### config.mk
export PLATFORM = sky130hd
export DESIGN_NAME = ring_buffer_span_manager_flat
export DESIGN_NICKNAME = d
export VERILOG_FILES = /design/src/hw/rtl/rbsm_pkg.sv /design/src/hw/rtl/rbsm_req_if.sv /design/src/hw/rtl/rbsm_rsp_if.sv /design/src/hw/rtl/rbsm_core.sv /design/src/hw/rtl/ring_buffer_span_manager.sv /design/src/flat_wrapper.sv
export SDC_FILE = /design/constraint.sdc
export NUM_CORES = 1
export LEC_CHECK = 0
export BUFFER_PORTS_ARGS = -buffer_cell sky130_fd_sc_hd__buf_2
export CORE_MARGIN = 2
export CORE_UTILIZATION = 45
export DETAILED_ROUTE_END_ITERATION = 10
export SKIP_LAST_GASP = 1
export SYNTH_ARGS = -nofsm -noshare
export SYNTH_HDL_FRONTEND = slang
export SYNTH_SLANG_ARGS = --single-unit
### constraint.sdc
create_clock -name i_clk -period 12.7 [get_ports i_clk]
set_input_delay 1.905 -clock i_clk [delete_from_list [all_inputs] [get_ports i_clk]]
set_output_delay 1.905 -clock i_clk [all_outputs]
set_load 0.02 [all_outputs]
### src/hw/rtl/rbsm_pkg.sv
`timescale 1ns / 1ps
// ----------------------------------------------------------------------------
// Ring buffer span manager package
// Shared field width, request codes, the result beat layout and default sizing.
// ----------------------------------------------------------------------------
package rbsm_pkg;

    // Width of the count and multi-bit result fields and of the size write data.
    localparam int FIELD_W = 15;

    // Default largest buffer length in bytes.
    localparam int MAX_BUFFER_BYTES = 16384;

    // Size that the buffer takes out of reset, before any register write.
    localparam int RESET_BUFFER_BYTES = 16384;

    // Request codes.
    typedef enum logic [1:0] {
        REQ_RESERVE = 2'd0,
        REQ_CONSUME = 2'd1,
        REQ_QUERY   = 2'd2,
        REQ_CLEAR   = 2'd3
    } t_req;

    // One result beat.
    typedef struct packed {
        logic [FIELD_W-1:0] granted;
        logic [FIELD_W-1:0] offset;
        logic               error;
        logic [FIELD_W-1:0] pending;
    } t_result;

endpackage

### src/hw/rtl/rbsm_req_if.sv
`timescale 1ns / 1ps
// ----------------------------------------------------------------------------
// Request channel
// Valid/ready channel that carries one request beat: type and byte count.
// ----------------------------------------------------------------------------
interface rbsm_req_if;
    import rbsm_pkg::*;

    logic               valid;
    logic               ready;
    logic [1:0]         req_type;
    logic [FIELD_W-1:0] count;

    modport source (output valid, output req_type, output count, input ready);
    modport sink   (input valid, input req_type, input count, output ready);
endinterface

### src/hw/rtl/rbsm_rsp_if.sv
`timescale 1ns / 1ps
// ----------------------------------------------------------------------------
// Response channel
// Valid/ready channel that carries one result beat of the span manager.
// ----------------------------------------------------------------------------
interface rbsm_rsp_if;
    import rbsm_pkg::*;

    logic               valid;
    logic               ready;
    logic [FIELD_W-1:0] granted;
    logic [FIELD_W-1:0] offset;
    logic               error;
    logic [FIELD_W-1:0] pending;

    modport source (output valid, output granted, output offset, output error,
                    output pending, input ready);
    modport sink   (input valid, input granted, input offset, input error,
                    input pending, output ready);
endinterface

### src/hw/rtl/rbsm_core.sv
`timescale 1ns / 1ps
// ----------------------------------------------------------------------------
// Span manager core
// Holds the size, read index and write index registers and works out,
// combinationally, the result of one request and the next index values.
// ----------------------------------------------------------------------------
module rbsm_core #(
    parameter int MAX_BUFFER_BYTES = rbsm_pkg::MAX_BUFFER_BYTES
) (
    input  logic                          i_clk,
    input  logic                          i_rst_n,
    input  logic                          i_accept,
    input  logic [1:0]                    i_req_type,
    input  logic [rbsm_pkg::FIELD_W-1:0]  i_count,
    input  logic                          i_cfg_we,
    input  logic [rbsm_pkg::FIELD_W-1:0]  i_cfg_wdata,
    output rbsm_pkg::t_result             o_result
);
    import rbsm_pkg::*;

    localparam int IDX_W = $clog2(MAX_BUFFER_BYTES + 1);
    localparam int CW    = (IDX_W > FIELD_W) ? IDX_W : FIELD_W;
    localparam int RST_SIZE = (MAX_BUFFER_BYTES < RESET_BUFFER_BYTES) ?
                              MAX_BUFFER_BYTES : RESET_BUFFER_BYTES;

    logic [IDX_W-1:0] r_size, r_rd, r_wr;
    logic [IDX_W-1:0] n_size, n_rd, n_wr;

    logic [CW-1:0] sz, rd, wr, cnt, cfg_v;
    logic [CW-1:0] rd_span, wr_span, wr_base, take, step_rd, step_wr;
    logic [CW-1:0] nrd, nwr, granted, offset, pending;
    logic          wrapped, wr_ok, error, n_wrapped;
    t_req          req;

    assign sz    = CW'(r_size);
    assign rd    = CW'(r_rd);
    assign wr    = CW'(r_wr);
    assign cnt   = CW'(i_count);
    assign cfg_v = CW'(i_cfg_wdata);
    assign req   = t_req'(i_req_type);

    // Readable contiguous span from the current indexes.
    assign wrapped = (wr < rd) || ((wr != '0) && (wr == rd));
    always_comb begin
        if (wrapped) begin
            rd_span = (sz > rd) ? (sz - rd) : '0;
        end else begin
            rd_span = wr - rd;
        end
    end

    // Writable contiguous span, folding the write index to the start
    // when it sits at the end and the reader has moved on.
    always_comb begin
        wr_ok   = 1'b1;
        wr_base = wr;
        wr_span = '0;
        if (wr < rd) begin
            wr_span = rd - wr;
        end else if ((rd != '0) && (wr == rd)) begin
            wr_ok = 1'b0;
        end else if (wr < sz) begin
            wr_span = sz - wr;
        end else if (rd == '0) begin
            wr_ok = 1'b0;
        end else begin
            wr_base = '0;
            wr_span = rd;
        end
    end

    // Request decode and next index values.
    always_comb begin
        nrd     = rd;
        nwr     = wr;
        granted = '0;
        offset  = '0;
        error   = 1'b0;
        take    = '0;
        step_rd = '0;
        step_wr = '0;
        case (req)
            REQ_RESERVE: begin
                offset = wr;
                if (cnt != '0) begin
                    if (wr_ok) begin
                        take    = (cnt < wr_span) ? cnt : wr_span;
                        offset  = wr_base;
                        step_wr = wr_base + take;
                        nwr     = ((step_wr == sz) && (rd != '0)) ? '0 : step_wr;
                        granted = take;
                    end else begin
                        error = 1'b1;
                    end
                end
            end
            REQ_CONSUME: begin
                offset = rd;
                if (cnt != '0) begin
                    if (rd_span == '0) begin
                        error = 1'b1;
                    end else begin
                        take    = (cnt < rd_span) ? cnt : rd_span;
                        step_rd = rd + take;
                        if (step_rd == sz) begin
                            nrd = '0;
                            if (wr == sz) begin
                                nwr = '0;
                            end
                        end else begin
                            nrd = step_rd;
                        end
                        // Reader caught up with the writer: drain to the start.
                        if (nrd == nwr) begin
                            nrd = '0;
                            nwr = '0;
                        end
                        granted = take;
                    end
                end
            end
            REQ_QUERY: begin
                offset  = rd;
                granted = rd_span;
            end
            REQ_CLEAR: begin
                nrd = '0;
                nwr = '0;
            end
            default: begin
                nrd = rd;
                nwr = wr;
            end
        endcase
    end

    // Bytes stored once this request has taken effect.
    assign n_wrapped = (nwr < nrd) || ((nwr != '0) && (nwr == nrd));
    assign pending   = n_wrapped ? (sz - (nrd - nwr)) : (nwr - nrd);

    assign o_result.granted = granted[FIELD_W-1:0];
    assign o_result.offset  = offset[FIELD_W-1:0];
    assign o_result.error   = error;
    assign o_result.pending = pending[FIELD_W-1:0];

    // Register updates: a size write clamps the value and clears both indexes.
    always_comb begin
        n_size = r_size;
        n_rd   = r_rd;
        n_wr   = r_wr;
        if (i_cfg_we) begin
            if (cfg_v == '0) begin
                n_size = IDX_W'(1);
            end else if (cfg_v > CW'(MAX_BUFFER_BYTES)) begin
                n_size = IDX_W'(MAX_BUFFER_BYTES);
            end else begin
                n_size = cfg_v[IDX_W-1:0];
            end
            n_rd = '0;
            n_wr = '0;
        end else if (i_accept) begin
            n_rd = nrd[IDX_W-1:0];
            n_wr = nwr[IDX_W-1:0];
        end
    end

    always_ff @(posedge i_clk) begin
        if (!i_rst_n) begin
            r_size <= IDX_W'(RST_SIZE);
            r_rd   <= '0;
            r_wr   <= '0;
        end else begin
            r_size <= n_size;
            r_rd   <= n_rd;
            r_wr   <= n_wr;
        end
    end

endmodule

### src/hw/rtl/ring_buffer_span_manager.sv
`timescale 1ns / 1ps
// ----------------------------------------------------------------------------
// Ring buffer span manager
// Tracks the read and write indexes of a byte ring buffer and grants
// contiguous write and read spans on request.
// ----------------------------------------------------------------------------
// The block takes one request beat per clock unless the request side stalls,
// and returns exactly one result beat for it, presented in the cycle after
// acceptance when the output register is free or being emptied, else held in
// a second entry behind it until the result side takes the output. All work
// for a request is a single pass through the index compare and add logic of
// the core, which updates the index registers at the accepting edge and loads
// the result into the output register or the second entry. That entry lets
// the block accept a request while the previous result is still waiting, so
// the request side stalls only after two results are backed up. Writing the
// buffer size register clears both indexes; do so only with no request in flight.
// ----------------------------------------------------------------------------
module ring_buffer_span_manager #(
    parameter int MAX_BUFFER_BYTES = rbsm_pkg::MAX_BUFFER_BYTES
) (
    input  logic                         i_clk,
    input  logic                         i_rst_n,
    rbsm_req_if.sink                     i_req,
    rbsm_rsp_if.source                   o_rsp,
    input  logic                         i_cfg_we,
    input  logic [rbsm_pkg::FIELD_W-1:0] i_cfg_wdata
);
    import rbsm_pkg::*;

    t_result result;
    t_result r_out, r_skid;
    logic    r_out_valid, r_skid_valid;
    logic    accept, pop;

    assign i_req.ready = !r_skid_valid;
    assign accept      = i_req.valid && !r_skid_valid;
    assign pop         = r_out_valid && o_rsp.ready;

    rbsm_core #(
        .MAX_BUFFER_BYTES (MAX_BUFFER_BYTES)
    ) u_core (
        .i_clk       (i_clk),
        .i_rst_n     (i_rst_n),
        .i_accept    (accept),
        .i_req_type  (i_req.req_type),
        .i_count     (i_req.count),
        .i_cfg_we    (i_cfg_we),
        .i_cfg_wdata (i_cfg_wdata),
        .o_result    (result)
    );

    // Output register with one skid entry behind it.
    always_ff @(posedge i_clk) begin
        if (!i_rst_n) begin
            r_out_valid  <= 1'b0;
            r_skid_valid <= 1'b0;
        end else if (r_skid_valid) begin
            if (pop) begin
                r_skid_valid <= 1'b0;
            end
        end else if (accept) begin
            if (!r_out_valid || pop) begin
                r_out_valid <= 1'b1;
            end else begin
                r_skid_valid <= 1'b1;
            end
        end else if (pop) begin
            r_out_valid <= 1'b0;
        end
    end

    // Payload moves without reset.
    always_ff @(posedge i_clk) begin
        if (r_skid_valid) begin
            if (pop) begin
                r_out <= r_skid;
            end
        end else if (accept) begin
            if (!r_out_valid || pop) begin
                r_out <= result;
            end else begin
                r_skid <= result;
            end
        end
    end

    assign o_rsp.valid   = r_out_valid;
    assign o_rsp.granted = r_out.granted;
    assign o_rsp.offset  = r_out.offset;
    assign o_rsp.error   = r_out.error;
    assign o_rsp.pending = r_out.pending;

endmodule

### src/flat_wrapper.sv
// flat-port wrapper written by rule: the top's interface ports become plain ports
module ring_buffer_span_manager_flat import rbsm_pkg::*;
#(
    parameter int MAX_BUFFER_BYTES = rbsm_pkg::MAX_BUFFER_BYTES
)
  (i_clk, i_rst_n, i_cfg_we, i_cfg_wdata, i_req_valid, i_req_req_type, i_req_count, i_req_ready, o_rsp_valid, o_rsp_granted, o_rsp_offset, o_rsp_error, o_rsp_pending, o_rsp_ready);
  rbsm_req_if i_req_i ();
  rbsm_rsp_if o_rsp_i ();
  input  logic i_clk;
  input  logic i_rst_n;
  input  logic i_cfg_we;
  input  logic [rbsm_pkg::FIELD_W-1:0] i_cfg_wdata;
  input wire logic [$bits(i_req_i.valid)-1:0] i_req_valid;
  input wire logic [$bits(i_req_i.req_type)-1:0] i_req_req_type;
  input wire logic [$bits(i_req_i.count)-1:0] i_req_count;
  output wire logic [$bits(i_req_i.ready)-1:0] i_req_ready;
  output wire logic [$bits(o_rsp_i.valid)-1:0] o_rsp_valid;
  output wire logic [$bits(o_rsp_i.granted)-1:0] o_rsp_granted;
  output wire logic [$bits(o_rsp_i.offset)-1:0] o_rsp_offset;
  output wire logic [$bits(o_rsp_i.error)-1:0] o_rsp_error;
  output wire logic [$bits(o_rsp_i.pending)-1:0] o_rsp_pending;
  input wire logic [$bits(o_rsp_i.ready)-1:0] o_rsp_ready;
  assign i_req_i.valid = i_req_valid;
  assign i_req_i.req_type = i_req_req_type;
  assign i_req_i.count = i_req_count;
  assign i_req_ready = i_req_i.ready;
  assign o_rsp_valid = o_rsp_i.valid;
  assign o_rsp_granted = o_rsp_i.granted;
  assign o_rsp_offset = o_rsp_i.offset;
  assign o_rsp_error = o_rsp_i.error;
  assign o_rsp_pending = o_rsp_i.pending;
  assign o_rsp_i.ready = o_rsp_ready;
  ring_buffer_span_manager #(.MAX_BUFFER_BYTES(MAX_BUFFER_BYTES)) u_core (.i_clk(i_clk), .i_rst_n(i_rst_n), .i_req(i_req_i), .o_rsp(o_rsp_i), .i_cfg_we(i_cfg_we), .i_cfg_wdata(i_cfg_wdata));
endmodule
Yosys cells after proc, flatten, opt, wreduce, memory -nomap -nowiden
Cells that the tools add are included.
{"block": "word_totals", "reg_bits": 139, "input_bits": 37, "out_inout_bits": 48, "word_cells": 133}
{"block": "classes", "addsub": 9, "n_lt_le_gt_ge": 7, "eq_ne": 11, "muxes": 63, "n_bitwise": 3, "reduce_logical": 27}
{"operator": "15-bit 2-to-1 mux", "n": 39}
{"operator": "46-bit 2-to-1 mux", "n": 4}
{"operator": "15-bit subtractor", "n": 7}
{"operator": "15-bit equality test", "n": 6}
{"operator": "15-bit case mux with 3 select lines", "n": 2}
{"operator": "15-bit less-than comparator", "n": 5}
{"operator": "15-bit case mux with 2 select lines", "n": 2}
{"operator": "15-bit nonzero test", "n": 4}
{"operator": "15-bit zero test", "n": 3}
{"operator": "15-bit adder", "n": 2}
{"operator": "15-bit > comparator", "n": 1}
{"operator": "15-bit > comparator, second input constant", "n": 1}
{"operator": "1-bit 2-to-1 mux", "n": 15}
{"operator": "3-bit AND reduction", "n": 3}
{"operator": "1-bit logical AND", "n": 6}
{"operator": "2-bit nonzero test", "n": 3}
{"operator": "2-bit equality test, second input constant", "n": 2}
{"operator": "2-bit inequality test, second input constant", "n": 2}
{"operator": "2-bit OR reduction", "n": 2}
{"operator": "1-bit logical OR", "n": 3}
{"operator": "1-bit inverter", "n": 3}
{"operator": "2-bit by 1-bit equality test with 1-bit output, second input constant", "n": 1}
{"operator": "1-bit zero test", "n": 2}
{"operator": "2-bit zero test", "n": 1}
{"operator": "1-bit case mux with 2 select lines", "n": 1}

Depth between registers and ports, before layout
{"block": "logic_depth", "word_depth": 24, "depth_mapped": 64, "ltp_nobuf": 62}

Hierarchy
A second synthesis with hierarchy kept.
{"block": "unflattened", "cells_unflattened": 1859, "hier_area_um2": 15751.4}
{"module": "rbsm_core", "instances": 1, "cells_per_inst": 1701, "area_each_um2": 12120.4, "seq_area_each_um2": 900.9}
{"module": "ring_buffer_span_manager", "instances": 1, "cells_per_inst": 158, "area_each_um2": 3631.0, "seq_area_each_um2": 2802.7}

Worst setup path before layout
OpenSTA, ideal clock, no wires.
{"block": "synth_path", "path_kind": "register -> register", "start": "register u_core.u_core.r_rd[4]", "end": "register u_core.r_out, in the netlist u_core.o_rsp.pending[14] (data pin)", "setup_ns": 0.288, "arrival_ns": 11.529, "t_required_ns": 12.412, "setup_slack_ns": 0.883, "stages_incl_launch_ff": 61, "path_buffers": 3, "synth_period_minus_slack_ns": 11.817, "cell_sequence": "dfxtp_1 inv_1 ha_1 buf_2 a21o_1 a221oi_2 o21ai_1 o211a_1 nor3_1 a22oi_1 ha_1 a21o_1 a21o_1 a21o_1 a21o_1 a21oi_1 o21ai_0 a31oi_1 [... 25 more ...] o21ai_0 a21oi_1 o21ai_0 nand2_1 and2_1 o21ai_0 nand2_1 a21oi_1 o21ai_0 a21oi_1 o21bai_1 a21o_1 a21oi_1 xnor2_1 xnor2_1 xnor2_1 nand2_1 a31oi_1"}
{"block": "synth_via", "elab_chain_len": 24, "word_cells_on_any_way": 67, "cone_classes": "8 x add/sub; 5 x order compare; 5 x eq/ne; 39 x mux; 10 x reduce/logical"}
{"item": "from (decl)", "line": "rbsm_core.sv:26", "source": "logic [IDX_W-1:0] r_size, r_rd, r_wr;"}
{"item": "from (signal assigned)", "line": "rbsm_core.sv:174", "source": "r_rd <= n_rd;"}
{"item": "branches (longest 20 deep; another with 15-bit subtractor)"}
{"item": "15-bit 2-to-1 mux *", "line": "rbsm_core.sv:139", "source": "assign pending = n_wrapped ? (sz - (nrd - nwr)) : (nwr - nrd);"}
{"item": "46-bit 2-to-1 mux *", "line": "ring_buffer_span_manager.sv:79", "source": "if (!r_out_valid || pop) begin"}
{"item": "46-bit 2-to-1 mux *", "line": "ring_buffer_span_manager.sv:78", "source": "end else if (accept) begin"}
{"item": "46-bit 2-to-1 mux *", "line": "ring_buffer_span_manager.sv:74", "source": "if (r_skid_valid) begin"}
{"item": "to (signal assigned)", "line": "ring_buffer_span_manager.sv:76", "source": "r_out <= r_skid;"}
{"item": "to (signal assigned)", "line": "ring_buffer_span_manager.sv:80", "source": "r_out <= result;"}
{"item": "to (decl)", "line": "ring_buffer_span_manager.sv:31", "source": "t_result r_out, r_skid;"}
Every way passes the cells marked *. The select of a mux whose other input is x is not followed.
A chain may end at the register's enable or synchronous reset.

==> results.sh <==
export IMPL_clock_sinks=139
export IMPL_max_stage_delay_ns=0.59
export IMPL_die_w_um=187.6
export IMPL_antenna_found_initial=1
export IMPL_path_buf_inv=6
export IMPL_r2r_cells=54
export IMPL_row_count=67
export IMPL_seq_area_frac_synth_pct=24.40
export IMPL_wl_per_cell_um=25.66
export IMPL_grt_pass1_wl_mm=95.52
export IMPL_async_reset_ff_share_pct=0
export IMPL_ys_ff_latch=139
export IMPL_critPathSlowestCell="fa_1"
export IMPL_yosysUniqueCellTypes=90
export IMPL_synth_avg_cell_area_um2=8.325
export IMPL_cp_data_arrival_time_ns=12.15
export IMPL_timing_rr_start="u_core.u_core.r_wr[4]"
export IMPL_timing_hold_ws_ns=0.5307
export IMPL_max_freq_ghz=0.08362
export IMPL_initial_core_util_pct=45.48
export IMPL_hp_class="flip-flop to flip-flop"
export IMPL_finClkSkew_ns=0.02345
export IMPL_postSynthNetCount=2025
export IMPL_cts_root_buf="clkbuf_16"
export IMPL_yosysWarnings=0
export IMPL_leakage_nw=8.083
export IMPL_place_ws_ns=-0.1241
export IMPL_ir_worst_vdd_mv=0.1556
export IMPL_status="finished, final reports clean"
export IMPL_ys_top_cells_by_area="edfxtp_1 18%, ha_1 12%, dfxtp_1 6.2%, xnor2_1 5.4%, a21oi_1 4.8%"
export IMPL_first_pass_iters=5
export IMPL_grt_use_total_pct=36.57
export IMPL_hold_violations=0
export IMPL_synth_edff_count=92
export IMPL_nNetsFinal=2269
export IMPL_ant_nets=0
export IMPL_tightest_slew_ns=1.110
export IMPL_clock_latency_ns=0.46
export IMPL_ioPinCount=85
export IMPL_final_setup_viol_count=0
export IMPL_start_kind="flip-flop"
export IMPL_critPathRequiredTime_ns=12.89
export IMPL_grt_pass1_vias=14887
export IMPL_cp_startpoint="u_core.u_core.r_wr[4]"
export IMPL_whs_path_depth=2
export IMPL_insertedDiodeCount=0
export IMPL_drt_iter0_markers=1708
export IMPL_cts_tree="done"
export IMPL_syn2layout_area_growth_pct=21.33
export IMPL_cpLargestDelayFamily="compound AO/OA/AOI/OAI gates"
export IMPL_powerDensity_nw_per_um2=254.2
export IMPL_fin_crit_ns=11.96
export IMPL_cp_depth=54
export IMPL_vias=15748
export IMPL_drt_wl_total_mm=64.87
export IMPL_drive_above_1_share_pct=22.36
export IMPL_grt_remaining_overflow=0
export IMPL_dieArea_um2=35210
export IMPL_timing_slew_headroom_pct=26.00
export IMPL_end_kind="flip-flop"
export IMPL_dpl_cell_area_um2=17470
export IMPL_finalSetupTns_ns=0
export IMPL_clock_path_buffers=2
export IMPL_netlist_area_um2=15180
export IMPL_multi_input_area_um2=10920
export IMPL_clk_pin_slew_ns=0.07
export IMPL_ys_flop_type="edfxtp_1"
export IMPL_layout_commonest_cell="buf_4"
export IMPL_place_congestion=1.057
export IMPL_avgViaCountPerCell=6.229
export IMPL_final_cell_mix="224 x buf_4, 173 x nor2_1, 139 x a21oi_1, 136 x ha_1, 130 x inv_1"
export IMPL_yosysTopAreaCellShare_pct=18.20
export IMPL_fin_area_um2=18410
export IMPL_regArea_um2=3715
export IMPL_layout_setup_ws_ns=0.7416
export IMPL_path_class="flip-flop to flip-flop"
export IMPL_die_h_um=187.6
export IMPL_cap_violations=0
export IMPL_synth_area_leader_cell="edfxtp_1"
export IMPL_grt_max_degree=52
export IMPL_netlist_instances=1823
export IMPL_core_um2=33360
export IMPL_fillers=3156
export IMPL_numPortBuffers=84
export IMPL_hp_start="u_core.r_skid[35]"
export IMPL_final_period_utilization_pct=94.16
export IMPL_totalPowerFinal_w=0.004681
export IMPL_drc=0
export IMPL_dpl_hpwl_mm=53.70
export IMPL_drv_slew=0
export IMPL_cts_buffers=17
export IMPL_crit_fanout=8
export IMPL_cts_hold_buf=0
export IMPL_cts_htree_levels=4
[worst paths after layout]
check	slack (ns)	endpoint
min reg2reg	0.53	u_core.o_rsp.granted[4]
min	0.53	u_core.o_rsp.granted[4]
max	0.74	u_core.o_rsp.pending[13]
max reg2reg	0.74	u_core.o_rsp.pending[13]
[tightest hold or removal path: stages, from the launching register on]
cell and delay [ns]:
edfxtp_1 0.32, nand2_1 0.05, o31ai_1 0.05
[per-stage QoR]
stage | instances | utilization (%)
6_report | 2528 | 55.19
5_1_grt | 2528 | 55.19
4_1_cts | 2519 | 54.19
3_5_place_dp | 2486 | 52.35
3_3_place_gp | 2486 | 52.35
2_1_floorplan | 1823 | -
[per-layer routing]
metal | wire, um | up-vias | part of all wire (%) | global-route usage [%]
met5 | 13 | - | 0.020 | 0
met4 | 3466 | 2 | 5.3 | 17.66
met3 | 5892 | 159 | 9.1 | 6.513
met2 | 27020 | 819 | 42 | 54.76
met1 | 28480 | 7517 | 44 | 50.86
li1 | - | 7251 | - | -
[layout make-up]
type	instances	share of cell area (%)
multi-input combinational	1470	59.33
sequential	139	20.18
timing repair buffer	309	11.52
tap	448	3.044
inverter	130	2.650
clock buffer	17	2.310
clock inverter	15	0.9649
[Yosys cell counts, types with 21 or more instances]
| cell type | number |
|---|---|
| inv_1 | 130 |
| a211oi_1 | 39 |
| nand3_1 | 33 |
| nor3_1 | 27 |
| dfxtp_1 | 47 |
| mux2i_1 | 27 |
| a22oi_1 | 41 |
| a21oi_1 | 145 |
| clkbuf_1 | 67 |
| ha_1 | 148 |
| nor2_1 | 177 |
| o21ai_0 | 81 |
| o31ai_1 | 28 |
| and2_1 | 35 |
| nor4_1 | 21 |
| xnor2_1 | 93 |
| xor2_1 | 34 |
| mux2_2 | 34 |
| nand4_1 | 29 |
| edfxtp_1 | 92 |
| a21o_1 | 49 |
| nand2_1 | 124 |
[kinds of logic (layout without fill, tap and decap cells)]
group,count (synthesis),after routing,synth area share [%]
xor+xnor,130,130,7.775
flops,139,139,24.40
compound gates,575,575,25.94
simple gates,536,536,17.39
fa+ha+maj,166,166,14.51
mux,63,63,4.502
buf+inv,214,471,5.483
[flip-flops by register name, summed over array words and instances (netlist names), 15 cells and up]
signal                count
u_core.r_skid            46
u_core.o_rsp.granted     15
u_core.u_core.r_wr       15
u_core.u_core.r_size     15
u_core.u_core.r_rd       15
u_core.o_rsp.pending     15
u_core.o_rsp.offset      15
[where the power goes]
group / internal, W / leakage [nW] / total [W] / switching, W
clock: 0.000265 / 0.283 / 0.000513 / 0.000248
combinational: 0.00152 / 6.52 / 0.00352 / 0.00200
sequential: 0.000624 / 1.28 / 0.000650 / 0.0000261
[timing repair]
action / CTS / global route
setup buffers: 1 / 9
pin swaps: 1 / 13
setup endpoints to repair: 4 / 30
resized for setup: 3 / 70
(Power assumes the default switching activity.)
